$ cat src/rtl/gpio_prb_pkg.sv
`default_nettype none

package gpio_prb_pkg;

    localparam int NUM_PORTS_DEF = 15;
    localparam int NUM_LEDS_DEF  = 3;
    localparam int PINS_PER_PORT = 16;
    localparam int MAX_LEDS      = 8;
    localparam int HALF_W        = 16;

    localparam logic [1:0] MODE_READ   = 2'd0;
    localparam logic [1:0] MODE_WRITE  = 2'd1;
    localparam logic [1:0] MODE_INJECT = 2'd2;

    localparam logic [4:0] REG_CTRL   = 5'h00;
    localparam logic [4:0] REG_PINS   = 5'h04;
    localparam logic [4:0] REG_SETCLR = 5'h08;

    localparam logic [4:0] NO_PORT = 5'h1F;

    localparam logic [4:0] LED_PORT [MAX_LEDS] = '{
        5'd6, 5'd3, 5'd10, NO_PORT, NO_PORT, NO_PORT, NO_PORT, NO_PORT
    };
    localparam logic [3:0] LED_PIN [MAX_LEDS] = '{
        4'd0, 4'd3, 4'd7, 4'd0, 4'd0, 4'd0, 4'd0, 4'd0
    };

    typedef struct packed {
        logic [1:0]  mode;
        logic [8:0]  reg_offset;
        logic [31:0] write_data;
        logic [3:0]  pin_port;
        logic [3:0]  pin_index;
        logic        inject_level;
    } req_t;

    typedef struct packed {
        logic [31:0] read_data;
        logic [2:0]  led_levels;
        logic [31:0] led0_edges;
        logic [31:0] led1_edges;
        logic [31:0] led2_edges;
        logic        pin_level;
    } rsp_t;

    typedef struct packed {
        logic [HALF_W-1:0] direction;
        logic [HALF_W-1:0] out_latch;
        logic [HALF_W-1:0] input_override;
        logic [HALF_W-1:0] input_level;
    } entry_t;

    function automatic entry_t reset_entry(logic [3:0] port);
        entry_t e;
        e = '0;
        if (port == 4'd0)
        begin
            e.input_override = 16'h0300;
            e.input_level    = 16'h0300;
        end
        return e;
    endfunction

endpackage

`default_nettype wire

$ cat src/rtl/gpio_prb_chan_if.sv
`default_nettype none

interface gpio_prb_chan_if #(
    parameter type payload_t = logic
) ();
    logic     valid;
    logic     ready;
    payload_t data;

    modport source (output valid, output data, input ready);
    modport sink   (input valid, input data, output ready);
endinterface

`default_nettype wire

$ cat src/rtl/gpio_port_register_bank_unit.sv
// GPIO port register bank: NUM_PORTS ports of 16 pins, each port keeping direction, output
// latch, input override mask and injected input level in one entry of a dual-read RAM.
// Each request is a bus read, a bus write, or a pin level injection, and yields exactly one
// response carrying read data, the board LED levels and edge counts, and the injected level
// at the named pin. A request passes through a registered RAM read of the bus port and pin port
// entries, then a modify step that writes back and loads the response register. A new
// request is taken while the previous response waits; the modify cycle stalls while the
// response register is still full. Entries come out of reset through per-port valid bits,
// so there is no clearing pass and the block takes requests right after reset.
`default_nettype none

module gpio_port_register_bank_unit
    import gpio_prb_pkg::*;
#(
    parameter int NUM_PORTS = NUM_PORTS_DEF,
    parameter int NUM_LEDS  = NUM_LEDS_DEF
) (
    input wire logic clk,
    input wire logic rst_n,
    gpio_prb_chan_if.sink   req,
    gpio_prb_chan_if.source rsp
);

    localparam int AW = (NUM_PORTS > 1) ? $clog2(NUM_PORTS) : 1;
    localparam int EW = $bits(entry_t);

    typedef enum logic {ST_IDLE, ST_EXEC} state_t;

    state_t               state_reg;
    req_t                 req_reg;
    rsp_t                 rsp_reg;
    logic                 rsp_valid_reg;
    logic [NUM_PORTS-1:0] valid_reg;
    logic                 led_lvl_reg  [NUM_LEDS];
    logic [31:0]          led_cnt_reg  [NUM_LEDS];
    logic                 led_lvl_next [NUM_LEDS];
    logic [31:0]          led_cnt_next [NUM_LEDS];

    logic          req_fire;
    logic          done;
    logic [3:0]    in_port;
    logic [EW-1:0] rdata_a;
    logic [EW-1:0] rdata_b;

    logic [3:0]    bus_port;
    logic [4:0]    regsel;
    logic [3:0]    pport;
    logic [3:0]    ppin;
    logic          port_ok;
    logic          pin_ok;
    entry_t        ent_a;
    entry_t        ent_b;
    entry_t        wr_ent;
    logic          wr_en;
    logic [AW-1:0] wr_addr;
    logic          latch_wr;
    logic [31:0]   rd;
    logic          pin_lvl;
    logic [2:0]    led_view;
    logic [31:0]   cnt_view [3];
    rsp_t          rsp_next;

    assign req_fire  = req.valid && req.ready;
    assign req.ready = (state_reg == ST_IDLE);
    assign done      = (state_reg == ST_EXEC) && (!rsp_valid_reg || rsp.ready);
    assign in_port   = req.data.reg_offset[8:5];

    gpio_prb_ram #(
        .WIDTH  (EW),
        .DEPTH  (NUM_PORTS),
        .ADDR_W (AW)
    ) u_ram (
        .clk     (clk),
        .we      (done && wr_en),
        .waddr   (wr_addr),
        .wdata   (wr_ent),
        .re      (req_fire),
        .raddr_a (in_port[AW-1:0]),
        .raddr_b (req.data.pin_port[AW-1:0]),
        .rdata_a (rdata_a),
        .rdata_b (rdata_b)
    );

    always_ff @(posedge clk)
    begin
        if (req_fire)
        begin
            req_reg <= req.data;
        end
    end

    always_comb
    begin
        bus_port = req_reg.reg_offset[8:5];
        regsel   = req_reg.reg_offset[4:0];
        pport    = req_reg.pin_port;
        ppin     = req_reg.pin_index;
        port_ok  = {1'b0, bus_port} < 5'(NUM_PORTS);
        pin_ok   = ({1'b0, pport} < 5'(NUM_PORTS)) && ({1'b0, ppin} < 5'(PINS_PER_PORT));

        ent_a = (port_ok && valid_reg[bus_port[AW-1:0]]) ? entry_t'(rdata_a)
                                                         : reset_entry(bus_port);
        ent_b = (pin_ok && valid_reg[pport[AW-1:0]]) ? entry_t'(rdata_b)
                                                     : reset_entry(pport);

        wr_ent   = ent_a;
        wr_en    = 1'b0;
        wr_addr  = bus_port[AW-1:0];
        latch_wr = 1'b0;
        rd       = '0;

        unique case (req_reg.mode)
            MODE_READ:
            begin
                if (port_ok)
                begin
                    unique case (regsel)
                        REG_CTRL: rd = {ent_a.out_latch, ent_a.direction};
                        REG_PINS: rd = {16'h0000,
                                        (ent_a.out_latch & ent_a.direction)
                                        | (~ent_a.direction & ent_a.input_override
                                           & ent_a.input_level)};
                        default:  rd = '0;
                    endcase
                end
            end
            MODE_WRITE:
            begin
                if (port_ok)
                begin
                    unique case (regsel)
                        REG_CTRL:
                        begin
                            wr_ent.direction = req_reg.write_data[15:0];
                            wr_ent.out_latch = req_reg.write_data[31:16];
                            wr_en            = 1'b1;
                            latch_wr         = 1'b1;
                        end
                        REG_SETCLR:
                        begin
                            wr_ent.out_latch = (ent_a.out_latch | req_reg.write_data[15:0])
                                               & ~req_reg.write_data[31:16];
                            wr_en            = 1'b1;
                            latch_wr         = 1'b1;
                        end
                        default: wr_en = 1'b0;
                    endcase
                end
            end
            MODE_INJECT:
            begin
                if (pin_ok)
                begin
                    wr_ent                       = ent_b;
                    wr_ent.input_override[ppin]  = 1'b1;
                    wr_ent.input_level[ppin]     = req_reg.inject_level;
                    wr_addr                      = pport[AW-1:0];
                    wr_en                        = 1'b1;
                end
            end
            default: wr_en = 1'b0;
        endcase

        if (!pin_ok)
        begin
            pin_lvl = 1'b0;
        end
        else if (req_reg.mode == MODE_INJECT)
        begin
            pin_lvl = req_reg.inject_level;
        end
        else
        begin
            pin_lvl = ent_b.input_level[ppin];
        end

        for (int i = 0; i < NUM_LEDS; i++)
        begin
            led_lvl_next[i] = led_lvl_reg[i];
            led_cnt_next[i] = led_cnt_reg[i];
            if (latch_wr && (LED_PORT[i] == {1'b0, bus_port})
                && (ent_a.out_latch[LED_PIN[i]] != wr_ent.out_latch[LED_PIN[i]]))
            begin
                led_lvl_next[i] = wr_ent.out_latch[LED_PIN[i]];
                if (led_cnt_reg[i] != '1)
                begin
                    led_cnt_next[i] = led_cnt_reg[i] + 32'd1;
                end
            end
        end
    end

    for (genvar g = 0; g < 3; g++)
    begin : g_view
        if (g < NUM_LEDS)
        begin : g_on
            assign led_view[g] = led_lvl_next[g];
            assign cnt_view[g] = led_cnt_next[g];
        end
        else
        begin : g_off
            assign led_view[g] = 1'b0;
            assign cnt_view[g] = '0;
        end
    end

    always_comb
    begin
        rsp_next.read_data  = rd;
        rsp_next.led_levels = led_view;
        rsp_next.led0_edges = cnt_view[0];
        rsp_next.led1_edges = cnt_view[1];
        rsp_next.led2_edges = cnt_view[2];
        rsp_next.pin_level  = pin_lvl;
    end

    always_ff @(posedge clk or negedge rst_n)
    begin
        if (!rst_n)
        begin
            state_reg     <= ST_IDLE;
            rsp_valid_reg <= 1'b0;
            rsp_reg       <= '0;
        end
        else
        begin
            unique case (state_reg)
                ST_IDLE:
                begin
                    if (req_fire)
                    begin
                        state_reg <= ST_EXEC;
                    end
                    if (rsp_valid_reg && rsp.ready)
                    begin
                        rsp_valid_reg <= 1'b0;
                    end
                end
                ST_EXEC:
                begin
                    if (done)
                    begin
                        rsp_reg       <= rsp_next;
                        rsp_valid_reg <= 1'b1;
                        state_reg     <= ST_IDLE;
                    end
                end
                default: state_reg <= ST_IDLE;
            endcase
        end
    end

    always_ff @(posedge clk or negedge rst_n)
    begin
        if (!rst_n)
        begin
            valid_reg <= '0;
            for (int i = 0; i < NUM_LEDS; i++)
            begin
                led_lvl_reg[i] <= 1'b0;
                led_cnt_reg[i] <= '0;
            end
        end
        else if (done)
        begin
            if (wr_en)
            begin
                valid_reg[wr_addr] <= 1'b1;
            end
            for (int i = 0; i < NUM_LEDS; i++)
            begin
                led_lvl_reg[i] <= led_lvl_next[i];
                led_cnt_reg[i] <= led_cnt_next[i];
            end
        end
    end

    assign rsp.valid = rsp_valid_reg;
    assign rsp.data  = rsp_reg;

endmodule

`default_nettype wire

$ cat src/rtl/gpio_prb_ram.sv
`default_nettype none

module gpio_prb_ram #(
    parameter int WIDTH  = 64,
    parameter int DEPTH  = 15,
    parameter int ADDR_W = (DEPTH > 1) ? $clog2(DEPTH) : 1
) (
    input  wire logic              clk,
    input  wire logic              we,
    input  wire logic [ADDR_W-1:0] waddr,
    input  wire logic [WIDTH-1:0]  wdata,
    input  wire logic              re,
    input  wire logic [ADDR_W-1:0] raddr_a,
    input  wire logic [ADDR_W-1:0] raddr_b,
    output logic      [WIDTH-1:0]  rdata_a,
    output logic      [WIDTH-1:0]  rdata_b
);

    logic [WIDTH-1:0] mem_reg [DEPTH];
    logic [WIDTH-1:0] rdata_a_reg;
    logic [WIDTH-1:0] rdata_b_reg;

    always_ff @(posedge clk)
    begin
        if (we)
        begin
            mem_reg[waddr] <= wdata;
        end
        if (re)
        begin
            rdata_a_reg <= mem_reg[raddr_a];
            rdata_b_reg <= mem_reg[raddr_b];
        end
    end

    assign rdata_a = rdata_a_reg;
    assign rdata_b = rdata_b_reg;

endmodule

`default_nettype wire

$ cat src/flat_wrapper.sv
// flat-port wrapper written by rule: the top's interface ports become plain ports
module gpio_port_register_bank_unit_flat import gpio_prb_pkg::*;
#(
    parameter int NUM_PORTS = NUM_PORTS_DEF,
    parameter int NUM_LEDS  = NUM_LEDS_DEF
)
  (clk, rst_n, req_valid, req_data, req_ready, rsp_valid, rsp_data, rsp_ready);
  gpio_prb_chan_if #(.payload_t(req_t)) req_i ();
  gpio_prb_chan_if #(.payload_t(rsp_t)) rsp_i ();
  input wire logic clk;
  input wire logic rst_n;
  input wire logic [$bits(req_i.valid)-1:0] req_valid;
  input wire logic [$bits(req_i.data)-1:0] req_data;
  output wire logic [$bits(req_i.ready)-1:0] req_ready;
  output wire logic [$bits(rsp_i.valid)-1:0] rsp_valid;
  output wire logic [$bits(rsp_i.data)-1:0] rsp_data;
  input wire logic [$bits(rsp_i.ready)-1:0] rsp_ready;
  assign req_i.valid = req_valid;
  assign req_i.data = req_data;
  assign req_ready = req_i.ready;
  assign rsp_valid = rsp_i.valid;
  assign rsp_data = rsp_i.data;
  assign rsp_i.ready = rsp_ready;
  gpio_port_register_bank_unit #(.NUM_PORTS(NUM_PORTS), .NUM_LEDS(NUM_LEDS)) u_core (.clk(clk), .rst_n(rst_n), .req(req_i), .rsp(rsp_i));
endmodule
$ cat config.mk
export PLATFORM = sky130hd
export DESIGN_NAME = gpio_port_register_bank_unit_flat
export DESIGN_NICKNAME = d
export VERILOG_FILES = /design/src/rtl/gpio_prb_pkg.sv /design/src/rtl/gpio_prb_chan_if.sv /design/src/rtl/gpio_port_register_bank_unit.sv /design/src/rtl/gpio_prb_ram.sv /design/src/flat_wrapper.sv
export SDC_FILE = /design/constraint.sdc
export NUM_CORES = 2
export LEC_CHECK = 0
export ABC_AREA = 1
export BUFFER_PORTS_ARGS = -buffer_cell sky130_fd_sc_hd__buf_2
export CORE_MARGIN = 2
export CORE_UTILIZATION = 40
export DETAILED_ROUTE_END_ITERATION = 16
export PLACE_DENSITY = 0.51
export SYNTH_ARGS = -nofsm -noshare
export SYNTH_HDL_FRONTEND = slang
export SYNTH_SLANG_ARGS = --single-unit
$ cat constraint.sdc
create_clock -name clk -period 11.2 [get_ports clk]
set_clock_uncertainty 0.2 [all_clocks]
set_input_delay 2.24 -clock clk [delete_from_list [all_inputs] [get_ports clk]]
set_output_delay 2.24 -clock clk [all_outputs]
set_load 0.05 [all_outputs]
==> results.json <==
{
  "leakage_nw": 25.64,
  "pwr-share-comb": 0.147,
  "first_global_vias": 48520,
  "core_area_sq_mm": 0.1560,
  "grt.total_usage": 0.2668,
  "crit_type": "reg2reg",
  "maxCapViolCount": 0,
  "nets": 6594,
  "synth_cells": 6545,
  "vias": 51390,
  "grt_max_degree": 188,
  "grt_first_pass_wirelength_microns": 321800,
  "cp_slowest_cell": "nor2_4",
  "drtAntennaViolNets": 0,
  "finalHoldViolCount": 0,
  "fin_util": 0.4508,
  "p_per_area_mw_per_mm2": 176.9,
  "die_w_microns": 400.3,
  "largest_register_ff_count": 960,
  "numClockSinks": 1289,
  "worst_slack_ns": 5.416,
  "drt_wl_total_microns": 219500,
  "relSlewSlack": 0.1711,
  "fp.dieH_microns": 400.3,
  "rsz0062_at_grt": "false",
  "fmax_mhz": 172.9,
  "avgViaCountPerCell": 5.902,
  "tightest_slew_ns": 1.238,
  "postCtsHoldBufs": 0,
  "worst_hold_path_type": "reg2reg",
  "synth_edf_count": 1140,
  "synth_area_leaders": "edfxtp_1 54%, o21ai_0 10%, nand2_1 6.4%",
  "cts_buffers": 148,
  "crit_fanout": 28,
  "clkTransAtPathRegs_ns": 0.06,
  "cts_setup_buffers": 0,
  "nFillCells": 14650,
  "drive_above_1_share": 0.08742,
  "cts_root_buf": "clkbuf_16",
  "cts_resized": 0,
  "antenna_found_initial": 6,
  "synth_ff_type": "edfxtp_1",
  "postSynthAreaPerCell_sq_um": 9.599,
  "synthesis.area_sq_mm": 0.06283,
  "firstDrtPassIters": 6,
  "yosysMostFrequentCell": "o21ai_0",
  "peakVddDrop_mv": 0.1500,
  "cp.required_ns": 11.41,
  "die-area_sq_mm": 0.1602,
  "switching_share": 0.2890,
  "cp_cell_sequence": "inv_1 > ha_2 > inv_1 > nor2_4 > clkinv_1 > buf_4 > a211oi_2 > nand3_1 > nor2_4 > buf_4 > buf_4",
  "numPortBuffers": 189,
  "gr-total-overflow": 0,
  "start_kind": "flip-flop",
  "drtIter0Drc": 5922,
  "yosys_warnings": 0,
  "p_int_mw": 8.847,
  "place_congestion": 0.9132,
  "arrival_ns": 6.00,
  "end_kind": "flip-flop",
  "critPathMostFrequentCell": "buf_4",
  "pre_cts_ws_ns": 4.841,
  "hpwl_microns": 121100,
  "synthArstFlopShare": 0.1156,
  "drc": 0,
  "design_power_total_mw": 12.44,
  "yosys.area.top_type": "edfxtp_1",
  "cts-htree-levels": 4,
  "ys_ff_latch": 1289,
  "critPathMaxStageDelay_ns": 0.98,
  "post-route-period-util": 0.5164,
  "synthDistinctLibCells": 52,
  "wire_per_inst_microns": 25.21,
  "cts_tree": "built",
  "seqPwrFrac": 0.473,
  "clkLatencyLatePin_ns": 0.79,
  "ys_seq_area_frac": 0.6042,
  "io_pins": 190,
  "p_sw_mw": 3.596,
  "fin_setup_tns_ns": 0,
  "period_needed_ns": 5.784,
  "start_util": 0.4027,
  "status": "completed",
  "clockPowerShare": 0.380,
  "slew_violations": 0,
  "synth_commonest_cells": "1303 x o21ai_0, 1140 x edfxtp_1, 1078 x nand2_1",
  "row_count": 145,
  "yosysTopAreaCellShare": 0.5449,
  "fin_hold_ws_ns": 0.2644,
  "syn-num-nets": 6607,
  "clock_path_buffers": 3,
  "finalSetupViolations": 0,
  "syn_to_final_growth_pct": 11.96
}
-- critical path: cells and delay by family (launching register included) --
kind,cells,cell delay [ns]
compound gates,1,0.34
simple gates,3,1.65
fa+ha+maj,1,0.22
buf+inv,6,2.48
flops,1,0.39
-- power by group through the flow --
stage	Combinational (mW)	Sequential [mW]	Clock, mW
final	1.83	5.89	4.72
after global routing	1.98	5.90	4.99
after CTS	1.81	5.88	4.80
after detailed placement	1.80	5.98	0
after global placement	1.79	5.98	0
after floorplan	1.00	5.98	0
-- metal layers --
layer,vias up,track usage,wire length (microns)
li1,23300,-,-
met1,25120,0.3781,94890
met2,2535,0.4104,97910
met3,437,0.05030,20120
met4,0,0.09157,6614
met5,-,0,0
-- area by class of cell --
| cell class | count | area, sq um | share of cell area |
|---|---|---|---|
| Clock inverter | 69 | 610.6 | 0.008680 |
| Tap cell | 2058 | 2575 | 0.03661 |
| Antenna cell | 3 | 7.507 | 0.0001067 |
| Multi-Input combinational cell | 4348 | 21520 | 0.3059 |
| Timing Repair Buffer | 305 | 1948 | 0.02770 |
| Clock buffer | 195 | 4038 | 0.05740 |
| Sequential cell | 1289 | 37960 | 0.5397 |
| Inverter | 440 | 1684 | 0.02394 |
-- stage by stage --
stage	cell area [sq um]	cells
after global routing	70330	8704
after global placement	65680	8440
after CTS	70330	8704
after detailed placement	65680	8440
final	70340	8707
after floorplan	62830	6545
-- cell usage in the layout, fill, tap and decap left out, drive strengths merged, types with 5 or more instances in the layout --
cell type	n
clkbuf	195
clkinvlp	6
xnor2	16
o22ai	69
a22oi	41
ha	6
a21oi	636
a211o	5
dfrtp	149
edfxtp	1140
buf	305
nand4	73
nor4	34
nand2	1094
inv	441
nand3	142
bufinv	8
or2	6
o32ai	5
nor2	536
clkinv	54
nor3	56
o211ai	142
o221ai	78
a21boi	7
xor2	74
o21ai	1311
a31oi	6
-- cells by family after synthesis --
kind of cell,after synthesis,synth area share
flip-flops,1289,0.6042
AO/OA/AOI/OAI,2307,0.1988
buffers and inverters,908,0.05558
adder cells (fa/ha/maj),6,0.001195
XOR/XNOR,90,0.01255
AND/OR/NAND/NOR,1945,0.1276
-- final timing paths --
path,to,slack (ns),cells past startpoint,from
min reg2reg,flip-flop,0.26,2,flip-flop
max,u_core.u_ram.mem_reg[9][4],5.42,11,u_core.req_reg[50]
max reg2reg,u_core.u_ram.mem_reg[9][4],5.42,11,u_core.req_reg[50]
min in group asynchronous,async pin,1.28,1,rst_n
max in group asynchronous,async pin,7.99,2,rst_n
min,flip-flop,0.26,2,flip-flop
No activity file was read; power rests on OpenSTA's default activity.
